**config.mk**
```make
export PLATFORM = sky130hd
export DESIGN_NAME = circular_deque_flat
export DESIGN_NICKNAME = d
export VERILOG_FILES = /design/src/rtl/core/cdq_pkg.sv /design/src/rtl/core/cdq_if.sv /design/src/rtl/core/cdq_ctrl.sv /design/src/rtl/core/cdq_datapath.sv /design/src/rtl/core/circular_deque.sv /design/src/flat_wrapper.sv
export SDC_FILE = /design/constraint.sdc
export NUM_CORES = 1
export LEC_CHECK = 0
export BUFFER_PORTS_ARGS = -buffer_cell sky130_fd_sc_hd__buf_2
export CAP_MARGIN = 20
export CORE_MARGIN = 2
export CORE_UTILIZATION = 35
export DETAILED_ROUTE_END_ITERATION = 8
export PLACE_DENSITY = 0.5
export SETUP_SLACK_MARGIN = 0.02
export SYNTH_ARGS = -nofsm -noshare
export SYNTH_HDL_FRONTEND = slang
export SYNTH_SLANG_ARGS = --single-unit
```
**constraint.sdc**
```tcl
create_clock -name clk_i -period 10.1 [get_ports clk_i]
set_input_delay 2.02 -clock clk_i [delete_from_list [all_inputs] [get_ports clk_i]]
set_output_delay 2.02 -clock clk_i [all_outputs]
set_load 0.05 [all_outputs]
```
**src/rtl/core/cdq_pkg.sv**
```systemverilog
package cdq_pkg;

  localparam int unsigned DATA_W = 32;

  typedef enum logic [1:0] {
    OP_PUSH_REAR  = 2'd0,
    OP_PUSH_FRONT = 2'd1,
    OP_POP_FRONT  = 2'd2,
    OP_POP_REAR   = 2'd3
  } op_e;

  typedef enum logic [1:0] {
    ST_DONE  = 2'd0,
    ST_FULL  = 2'd1,
    ST_EMPTY = 2'd2
  } status_e;

  // command from the controller to the datapath
  typedef struct packed {
    logic exec;
  } cmd_t;

endpackage

```
**src/rtl/core/cdq_if.sv**
```systemverilog
interface cdq_in_if;
  logic                                valid;
  logic                                ready;
  cdq_pkg::op_e                        op;
  logic signed [cdq_pkg::DATA_W-1:0]   push_value;

  modport source (output valid, output op, output push_value, input ready);
  modport sink   (input valid, input op, input push_value, output ready);
endinterface

interface cdq_out_if #(
  parameter int unsigned CNT_W = 5
);
  logic                                valid;
  logic                                ready;
  logic signed [cdq_pkg::DATA_W-1:0]   pop_value;
  cdq_pkg::status_e                    status;
  logic [CNT_W-1:0]                    occupancy;
  logic                                is_empty;
  logic                                is_full;

  modport source (output valid, output pop_value, output status, output occupancy,
                  output is_empty, output is_full, input ready);
  modport sink   (input valid, input pop_value, input status, input occupancy,
                  input is_empty, input is_full, output ready);
endinterface

```
**src/rtl/core/cdq_ctrl.sv**
```systemverilog
module cdq_ctrl (
  input  logic          clk_i,
  input  logic          rst_ni,
  input  logic          in_valid_i,
  output logic          in_ready_o,
  output logic          out_valid_o,
  input  logic          out_ready_i,
  output cdq_pkg::cmd_t cmd_o
);

  typedef enum logic [1:0] {
    S_IDLE = 2'b01,
    S_RESP = 2'b10
  } state_e;

  state_e state_q, state_d;

  always_comb begin
    state_d     = state_q;
    in_ready_o  = 1'b0;
    out_valid_o = 1'b0;
    cmd_o.exec  = 1'b0;
    case (state_q)
      S_IDLE: begin
        in_ready_o = 1'b1;
        if (in_valid_i) begin
          cmd_o.exec = 1'b1;
          state_d    = S_RESP;
        end
      end
      S_RESP: begin
        out_valid_o = 1'b1;
        if (out_ready_i) begin
          state_d = S_IDLE;
        end
      end
      default: begin
        state_d = S_IDLE;
      end
    endcase
  end

  always_ff @(posedge clk_i or negedge rst_ni) begin
    if (!rst_ni) begin
      state_q <= S_IDLE;
    end else begin
      state_q <= state_d;
    end
  end

endmodule

```
**src/rtl/core/cdq_datapath.sv**
```systemverilog
module cdq_datapath #(
  parameter int unsigned CAPACITY = 16,
  parameter int unsigned CNT_W    = $clog2(CAPACITY + 1)
) (
  input  logic                              clk_i,
  input  logic                              rst_ni,
  input  cdq_pkg::cmd_t                     cmd_i,
  input  cdq_pkg::op_e                      op_i,
  input  logic signed [cdq_pkg::DATA_W-1:0] push_value_i,
  output logic signed [cdq_pkg::DATA_W-1:0] pop_value_o,
  output cdq_pkg::status_e                  status_o,
  output logic [CNT_W-1:0]                  occupancy_o,
  output logic                              is_empty_o,
  output logic                              is_full_o
);

  localparam int unsigned IDX_W = (CAPACITY > 1) ? $clog2(CAPACITY) : 1;
  localparam logic [IDX_W-1:0] LAST_IDX = IDX_W'(CAPACITY - 1);
  localparam logic [CNT_W-1:0] FULL_CNT = CNT_W'(CAPACITY);

  logic signed [cdq_pkg::DATA_W-1:0] mem [CAPACITY];

  logic [IDX_W-1:0]                  head_q, head_d;
  logic [IDX_W-1:0]                  tail_q, tail_d;
  logic [CNT_W-1:0]                  count_q, count_d;
  cdq_pkg::status_e                  status_q, status_d;
  logic                              pop_ok_q, pop_ok_d;
  logic signed [cdq_pkg::DATA_W-1:0] rd_data_q;

  logic             full, empty;
  logic             wr_en, rd_en;
  logic [IDX_W-1:0] wr_addr, rd_addr;
  logic [IDX_W-1:0] head_fwd, head_back, tail_fwd, tail_back;

  assign full  = (count_q == FULL_CNT);
  assign empty = (count_q == '0);

  // wrap in both directions at the capacity
  assign head_fwd  = (head_q == LAST_IDX) ? '0 : head_q + IDX_W'(1);
  assign head_back = (head_q == '0) ? LAST_IDX : head_q - IDX_W'(1);
  assign tail_fwd  = (tail_q == LAST_IDX) ? '0 : tail_q + IDX_W'(1);
  assign tail_back = (tail_q == '0) ? LAST_IDX : tail_q - IDX_W'(1);

  always_comb begin
    head_d   = head_q;
    tail_d   = tail_q;
    count_d  = count_q;
    status_d = status_q;
    pop_ok_d = pop_ok_q;
    wr_en    = 1'b0;
    rd_en    = 1'b0;
    wr_addr  = tail_q;
    rd_addr  = head_q;
    if (cmd_i.exec) begin
      status_d = cdq_pkg::ST_DONE;
      pop_ok_d = 1'b0;
      case (op_i)
        cdq_pkg::OP_PUSH_REAR: begin
          if (full) begin
            status_d = cdq_pkg::ST_FULL;
          end else begin
            wr_en   = 1'b1;
            wr_addr = tail_q;
            tail_d  = tail_fwd;
            count_d = count_q + CNT_W'(1);
          end
        end
        cdq_pkg::OP_PUSH_FRONT: begin
          if (full) begin
            status_d = cdq_pkg::ST_FULL;
          end else begin
            wr_en   = 1'b1;
            wr_addr = head_back;
            head_d  = head_back;
            count_d = count_q + CNT_W'(1);
          end
        end
        cdq_pkg::OP_POP_FRONT: begin
          if (empty) begin
            status_d = cdq_pkg::ST_EMPTY;
          end else begin
            rd_en    = 1'b1;
            rd_addr  = head_q;
            head_d   = head_fwd;
            count_d  = count_q - CNT_W'(1);
            pop_ok_d = 1'b1;
          end
        end
        cdq_pkg::OP_POP_REAR: begin
          if (empty) begin
            status_d = cdq_pkg::ST_EMPTY;
          end else begin
            rd_en    = 1'b1;
            rd_addr  = tail_back;
            tail_d   = tail_back;
            count_d  = count_q - CNT_W'(1);
            pop_ok_d = 1'b1;
          end
        end
        default: begin
          status_d = cdq_pkg::ST_DONE;
        end
      endcase
    end
  end

  always_ff @(posedge clk_i) begin
    if (wr_en) begin
      mem[wr_addr] <= push_value_i;
    end
  end

  always_ff @(posedge clk_i) begin
    if (rd_en) begin
      rd_data_q <= mem[rd_addr];
    end
  end

  always_ff @(posedge clk_i or negedge rst_ni) begin
    if (!rst_ni) begin
      head_q   <= '0;
      tail_q   <= '0;
      count_q  <= '0;
      status_q <= cdq_pkg::ST_DONE;
      pop_ok_q <= 1'b0;
    end else begin
      head_q   <= head_d;
      tail_q   <= tail_d;
      count_q  <= count_d;
      status_q <= status_d;
      pop_ok_q <= pop_ok_d;
    end
  end

  assign pop_value_o = pop_ok_q ? rd_data_q : '0;
  assign status_o    = status_q;
  assign occupancy_o = count_q;
  assign is_empty_o  = empty;
  assign is_full_o   = full;

endmodule

```
**src/rtl/core/circular_deque.sv**
```systemverilog
// a result is offered in the cycle after its item is accepted
// the controller holds off the next item until the result is taken, and a pop
//   reads the slot memory through its registered read port
// reset: rst_ni clears head, tail, count, status and the pop flag at once; slot contents stay undefined
module circular_deque #(
  parameter int unsigned CAPACITY = 16
) (
  input  logic             clk_i,
  input  logic             rst_ni,
  cdq_in_if.sink           in_i,
  cdq_out_if.source        out_o
);

  localparam int unsigned CNT_W = $clog2(CAPACITY + 1);

  cdq_pkg::cmd_t cmd;

  cdq_ctrl u_ctrl (
    .clk_i       (clk_i),
    .rst_ni      (rst_ni),
    .in_valid_i  (in_i.valid),
    .in_ready_o  (in_i.ready),
    .out_valid_o (out_o.valid),
    .out_ready_i (out_o.ready),
    .cmd_o       (cmd)
  );

  cdq_datapath #(
    .CAPACITY (CAPACITY),
    .CNT_W    (CNT_W)
  ) u_datapath (
    .clk_i        (clk_i),
    .rst_ni       (rst_ni),
    .cmd_i        (cmd),
    .op_i         (in_i.op),
    .push_value_i (in_i.push_value),
    .pop_value_o  (out_o.pop_value),
    .status_o     (out_o.status),
    .occupancy_o  (out_o.occupancy),
    .is_empty_o   (out_o.is_empty),
    .is_full_o    (out_o.is_full)
  );

endmodule

```
**src/flat_wrapper.sv**
```systemverilog
// flat-port wrapper written by rule: the top's interface ports become plain ports
module circular_deque_flat 
#(
  parameter int unsigned CAPACITY = 16
)
  (clk_i, rst_ni, in_i_valid, in_i_op, in_i_push_value, in_i_ready, out_o_valid, out_o_pop_value, out_o_status, out_o_occupancy, out_o_is_empty, out_o_is_full, out_o_ready);
  cdq_in_if in_i_i ();
  cdq_out_if out_o_i ();
  input  logic clk_i;
  input  logic rst_ni;
  input wire logic [$bits(in_i_i.valid)-1:0] in_i_valid;
  input wire logic [$bits(in_i_i.op)-1:0] in_i_op;
  input wire logic [$bits(in_i_i.push_value)-1:0] in_i_push_value;
  output wire logic [$bits(in_i_i.ready)-1:0] in_i_ready;
  output wire logic [$bits(out_o_i.valid)-1:0] out_o_valid;
  output wire logic [$bits(out_o_i.pop_value)-1:0] out_o_pop_value;
  output wire logic [$bits(out_o_i.status)-1:0] out_o_status;
  output wire logic [$bits(out_o_i.occupancy)-1:0] out_o_occupancy;
  output wire logic [$bits(out_o_i.is_empty)-1:0] out_o_is_empty;
  output wire logic [$bits(out_o_i.is_full)-1:0] out_o_is_full;
  input wire logic [$bits(out_o_i.ready)-1:0] out_o_ready;
  assign in_i_i.valid = in_i_valid;
  assign in_i_i.op = in_i_op;
  assign in_i_i.push_value = in_i_push_value;
  assign in_i_ready = in_i_i.ready;
  assign out_o_valid = out_o_i.valid;
  assign out_o_pop_value = out_o_i.pop_value;
  assign out_o_status = out_o_i.status;
  assign out_o_occupancy = out_o_i.occupancy;
  assign out_o_is_empty = out_o_i.is_empty;
  assign out_o_is_full = out_o_i.is_full;
  assign out_o_i.ready = out_o_ready;
  circular_deque #(.CAPACITY(CAPACITY)) u_core (.clk_i(clk_i), .rst_ni(rst_ni), .in_i(in_i_i), .out_o(out_o_i));
endmodule
```
== Word level (Yosys, flattened, before mapping) ==
Memories as Yosys holds them, arrays and structs flattened. A register that Yosys moved wholly into a read port is not among the register bits.
Cells that the tools add are included.

* Register bits: 18
* Memory bits (writable): 512
* Input bits: 38
* Output and inout port bits: 43
* Word-level logic and storage cells: 79
* Memories: 1

{| class="wikitable"
|+ Memory list
! name !! words !! width !! read ports !! clocked after memory_dff !! wr ports !! line !! source
|-
| u_core.u_datapath.mem || 16 || 32 || 1 || 1 || 1 || cdq_datapath.sv:21 || <nowiki>logic signed [cdq_pkg::DATA_W-1:0] mem [CAPACITY];</nowiki>
|}

* Add/subtract/negate cells: 6
* Equality and inequality tests: 16
* Mux-type cells: 38
* Reductions and logical operators: 12

{| class="wikitable"
|+ Operators with widths
! operator !! number
|-
| 2-to-1 mux 4 bit || 14
|-
| 2-to-1 mux 32 bit || 1
|-
| != test 2 bit, second input constant || 8
|-
| case mux 4 bit (2 select lines) || 2
|-
| 2-to-1 mux 1 bit || 13
|-
| 2-to-1 mux 5 bit || 2
|-
| case mux 5 bit (2 select lines) || 1
|-
| adder 4 x 1 -> 4 bit, second input constant || 2
|-
| equality test 4 bit, second input constant || 2
|-
| zero test 4 bit || 2
|-
| case mux 2 bit (2 select lines) || 2
|-
| AND reduction 4 bit || 2
|-
| subtractor 4 x 1 -> 4 bit, second input constant || 2
|-
| equality test 2 bit, second input constant || 3
|-
| 2-to-1 mux 2 bit || 3
|-
| adder 5 x 1 -> 5 bit, second input constant || 1
|-
| equality test 5 bit, second input constant || 1
|-
| zero test 5 bit || 1
|-
| subtractor 5 x 1 -> 5 bit, second input constant || 1
|-
| equality test 2 x 1 -> 1 bit, second input constant || 2
|-
| nonzero test 2 bit || 2
|-
| OR reduction 2 bit || 2
|-
| AND reduction 3 bit || 1
|-
| zero test 2 bit || 1
|-
| AND reduction 2 bit || 1
|}

== Longest topological paths before layout ==
* Depth in word-level cells: 6
* Mapped depth: 13
* Mapped depth without buffers: 8

== By module ==
A second synthesis with hierarchy kept.

* Cell total of the unflattened synthesis: 1237
* Area, all modules: 21948.6 µm²

{| class="wikitable"
|+ By module, submodules not included
! module !! times used !! cells each !! area an instance (µm²) !! seq. area each (µm²)
|-
| cdq_datapath || 1 || 1229 || 21859.7 || 16736.1
|-
| cdq_ctrl || 1 || 8 || 88.8 || 51.3
|}

== Worst setup path after synthesis ==
Ideal clock, no wire load.

* Path type: input-to-reg
* Start: in in_i_op[1]
* End: mem u_core.u_datapath.mem[0][0] (netlist name) (enable)
* Setup time: 0.421 ns
* Arrival: 4.671 ns
* Data required time: 9.679 ns
* Path slack: 5.008 ns
* Cell stages on the path: 7
* Buffers on the path: 2
* Path through: clkbuf_1 a21oi_1 and3_1 clkbuf_1 mux2i_1 nand4_1 nor2_1

* Longest elaborated chain between the ends: 6
* Elaborated cells between the ends (all ways): 9
* Those cells by class: 1 x eq/ne; 6 x mux; 2 x reduce/logical

{| class="wikitable"
|+ RTL lines
! item !! line !! source
|-
| start: declaration || flat_wrapper.sv:12 || <nowiki>input wire logic [$bits(in_i_i.op)-1:0] in_i_op;</nowiki>
|-
| equality test 2 x 1 -> 1 bit or zero test 2 bit (tied branches) || cdq_datapath.sv:57 || <nowiki>case (op_i)</nowiki>
|-
| OR reduction 2 bit (no line) || -- ||
|-
| 2-to-1 mux 1 bit || -- ||
|-
| 2-to-1 mux 1 bit || cdq_datapath.sv:54 || <nowiki>if (cmd_i.exec) begin</nowiki>
|-
| 2-to-1 mux 1 bit || cdq_datapath.sv:108 || <nowiki>if (wr_en) begin</nowiki>
|-
| 2-to-1 mux 1 bit (not written as such) || cdq_datapath.sv:109 || <nowiki>mem[wr_addr] <= push_value_i;</nowiki>
|-
| end: declaration || cdq_datapath.sv:21 ||
|}

Several ways; a longest one is shown, not always the timed one.

== Final worst setup path ==
* Start: in in_i_op[1]
* End: reg u_core.u_datapath.rd_data_q[25] (netlist name), read port of u_core.u_datapath.mem (data pin)

* Longest elaborated chain between the ends: 4
* Elaborated cells between the ends (all ways): 7
* Those cells by class: 2 x eq/ne; 4 x mux; 1 x reduce/logical

{| class="wikitable"
|+ RTL lines
! item !! line !! source
|-
| equality test 2 bit || cdq_datapath.sv:57 ||
|-
| OR reduction 2 bit (no line) || -- ||
|-
| 2-to-1 mux 1 bit || -- ||
|-
| 2-to-1 mux 1 bit || cdq_datapath.sv:54 ||
|-
| end: declaration || cdq_datapath.sv:28 || <nowiki>logic signed [cdq_pkg::DATA_W-1:0] rd_data_q;</nowiki>
|}

Several ways; a longest one is shown, not always the timed one.
A chain may end at the register's enable or synchronous reset.

==> flow_summary.yaml <==
run_status:
  status: "finished clean"
routing:
  drtIter0Drc: 1094
  drt-wirelength-per-cell_um: 25.0
  vias: 13300
  ant_nets: 0
  drc_errors: 0
  drtPass1Iterations: 5
  via_per_inst: 5.47
  routed_wl_mm: 60.6
grt:
  grt_pass1_wl_mm: 89.0
  grt_pass1_vias: 13300
  grt-ovfl-total: 0
  grt_max_degree: 154
  grtUsageTotal: 0.173
  grt_antenna_before_repair: 3
layout:
  final_cell_mix: "544 x edfxtp_1, 152 x nand2_1, 134 x mux2i_1"
  antenna_cells: 0
  seq_area_um2: 16800
  final_util: 0.404
  stdcell_count: 2428
  fill_cells: 5935
  area_growth_pct: 13.7
  final_layout_size_suffix_gt1_frac: 0.165
  mostFrequentLayoutCell: "edfxtp_1"
  fin_nets: 1569
  multi_input_area_um2: 6280
synth:
  synth_top_area_share: 0.698
  synthCells: 1467
  syn_area_um2: 23400
  synth.area.top_cells: "edfxtp_1 70%, mux2i_1 5.8%, mux4_2 3.8%"
  synth-seq-area-share: 0.717
  synthArstFlopShare: 0.0320
  yosysWarnings: 0
  yosys.area.top_type: "edfxtp_1"
  ys_ff_latch: 562
  synth-edff-count: 544
  yosys_most_used_dff: "edfxtp_1"
  syn_area_per_cell_um2: 16.0
  syn_nets: 1513
  ys_types: 52
sta:
  finalHoldViolations: 0
  period_minus_slack_ns: 5.29
  rsz0062_at_grt: "no"
  fmax_ghz: 0.189
  relSlewSlack: 0.252
  finalSetupTns_ns: 0
  finalMaxSlewViolations: 0
  worst_slew_pin_slew_ns: 1.12
  setup_violations: 0
  finalClockSkew_ns: 0.0154
  min_period_over_period: 0.524
cts:
  clk_pin_slew_ns: 0.06
  cts_setup_buffers: 0
  holdBufCountCts: 0
  root_buffer: "clkbuf_16"
  cts.sink_count: 562
  cts_tree: "built"
  clockBufferDepth: 3
  cts_resized: 0
  cts_htree_levels: 2
  clk_latency_ns: 0.62
  numCtsBuffers: 57
floorplanning:
  die_w_um: 263
  ioPinCount: 81
  rows: 94
  core_um2: 66000
  die-area_um2: 69000
  die_h_um: 263
  start_util: 0.355
power_and_ir_drop:
  irDropWorstVdd_uv: 286
  cellPowerDensity_nw_per_um2: 273
  p_leak_uw: 0.00900
placed_design:
  place_hpwl_mm: 30.8
  io_buffers: 80
  place.gp.congestion: 0.735
  dp_cells: 2328
critical_path:
  startpoint_type: "input port"
  crit_path_max_incr_delay_ns: 0.94
  path_cells: "buf_2, and2_1, o211a_4, mux2_8, buf_4, mux2i_1, a221oi_1, or4_1"
  reg2regPathDepth: 7
  cp.required_ns: 10.44
  cp.arrival_ns: 5.64
  worstSetupPathType: "in -> reg"
  crit_path_top_delay_cell: "buf_4"
  end_kind: "flip-flop"
  crit_fanout: 95
min_path:
  min_path_cells: 2
  hp-class: "reg -> reg"
run:
  max-cap-violations: 0
## where the power goes
| group | switching, uW | total (uW) | leakage [uW] | internal, uW |
|---|---|---|---|---|
| clock network | 864 | 2070 | 0.000878 | 1210 |
| registers | 116 | 2850 | 0.00512 | 2730 |
| logic | 1540 | 2350 | 0.00300 | 809 |
## cell families (layout without fill, tap and decap cells)
group / Yosys count / after routing / synth area share
fa+ha+maj: 8 / 8 / 0.00459
flops: 562 / 562 / 0.717
compound gates: 268 / 268 / 0.0829
simple gates: 318 / 318 / 0.0703
buf+inv: 122 / 219 / 0.0239
xor+xnor: 10 / 10 / 0.00374
mux: 179 / 179 / 0.0977
## final cells by class
| class | instances | share of cell area |
|---|---|---|
| Clock buffer | 69 | 0.0553 |
| Clock inverter | 31 | 0.0127 |
| Inverter | 10 | 0.00141 |
| Multi-Input combinational cell | 783 | 0.236 |
| Sequential cell | 562 | 0.631 |
| Tap cell | 864 | 0.0406 |
| Timing Repair Buffer | 109 | 0.0237 |
## worst paths after layout
path | from | end | slack, ns
worst max-delay path | in_i_op[1] | u_core.u_datapath.rd_data_q[25] | 4.81
worst min-delay path | u_core.u_datapath.status_o[1] | u_core.u_datapath.status_o[1] | 0.48
worst max register to register | u_core.u_datapath.tail_q[0] | u_core.u_datapath.rd_data_q[25] | 5.16
worst min register to register | u_core.u_datapath.status_o[1] | u_core.u_datapath.status_o[1] | 0.48
max in group asynchronous | rst_ni | u_core.u_ctrl.state_q[0] | 8.43
min in group asynchronous | rst_ni | u_core.u_datapath.occupancy_o[2] | 1.34
## worst max-delay path: cells and delay by family
kind | cells | cell delay, ns
AND/OR/NAND/NOR | 2 | 0.87
buffers and inverters | 2 | 1.20
multiplexers | 2 | 0.94
AO/OA/AOI/OAI | 2 | 0.43
## cells in the mapped netlist (9+ instances only)
master and instances:
dfrtp_1 17, inv_1 10, nand2b_1 9, a221oi_1 89, nor3b_1 46, o21ai_0 17, a21oi_1 77, mux2i_1 136
nand2_1 153, a311oi_1 44, and2_1 35, mux4_2 39, or4_1 32, o22ai_1 19, clkbuf_1 62, edfxtp_1 544
buf_2 34, nor2_1 25
## through the flow
step / hold slack [ns] / setup WS (ns) / total power (uW) / area [um^2]
6_report: 0.482 / 4.81 / 7270 / 26600
5_1_grt: 0.542 / 4.67 / 7610 / 26600
4_1_cts: 0.493 / 4.89 / 7360 / 26600
3_5_place_dp: 0.480 / 4.25 / 5280 / 24800
3_3_place_gp: 0.485 / 4.36 / 5250 / 24800
2_1_floorplan: 0.566 / 5.01 / 4550 / 23400
## routing by layer
| layer | vias to the layer above | global-route usage | wire, um |
|---|---|---|---|
| met5 | - | 0 | 37 |
| met4 | 6 | 0.0404 | 1160 |
| met3 | 85 | 0.0293 | 2900 |
| met2 | 294 | 0.293 | 29500 |
| met1 | 6919 | 0.232 | 27000 |
| li1 | 5987 | - | - |
## registers in the layout, summed over array words and instances (netlist names)
| register | cells |
|---|---|
| u_core.u_datapath.pop_ok_q | 1 |
| u_core.u_datapath.mem | 512 |
| u_core.u_datapath.tail_q | 4 |
| u_core.u_datapath.rd_data_q | 32 |
| u_core.u_datapath.occupancy_o | 5 |
| u_core.u_datapath.status_o | 2 |
| u_core.u_datapath.head_q | 4 |
| u_core.u_ctrl.state_q | 2 |
No activity file was read; power rests on OpenSTA's default activity.
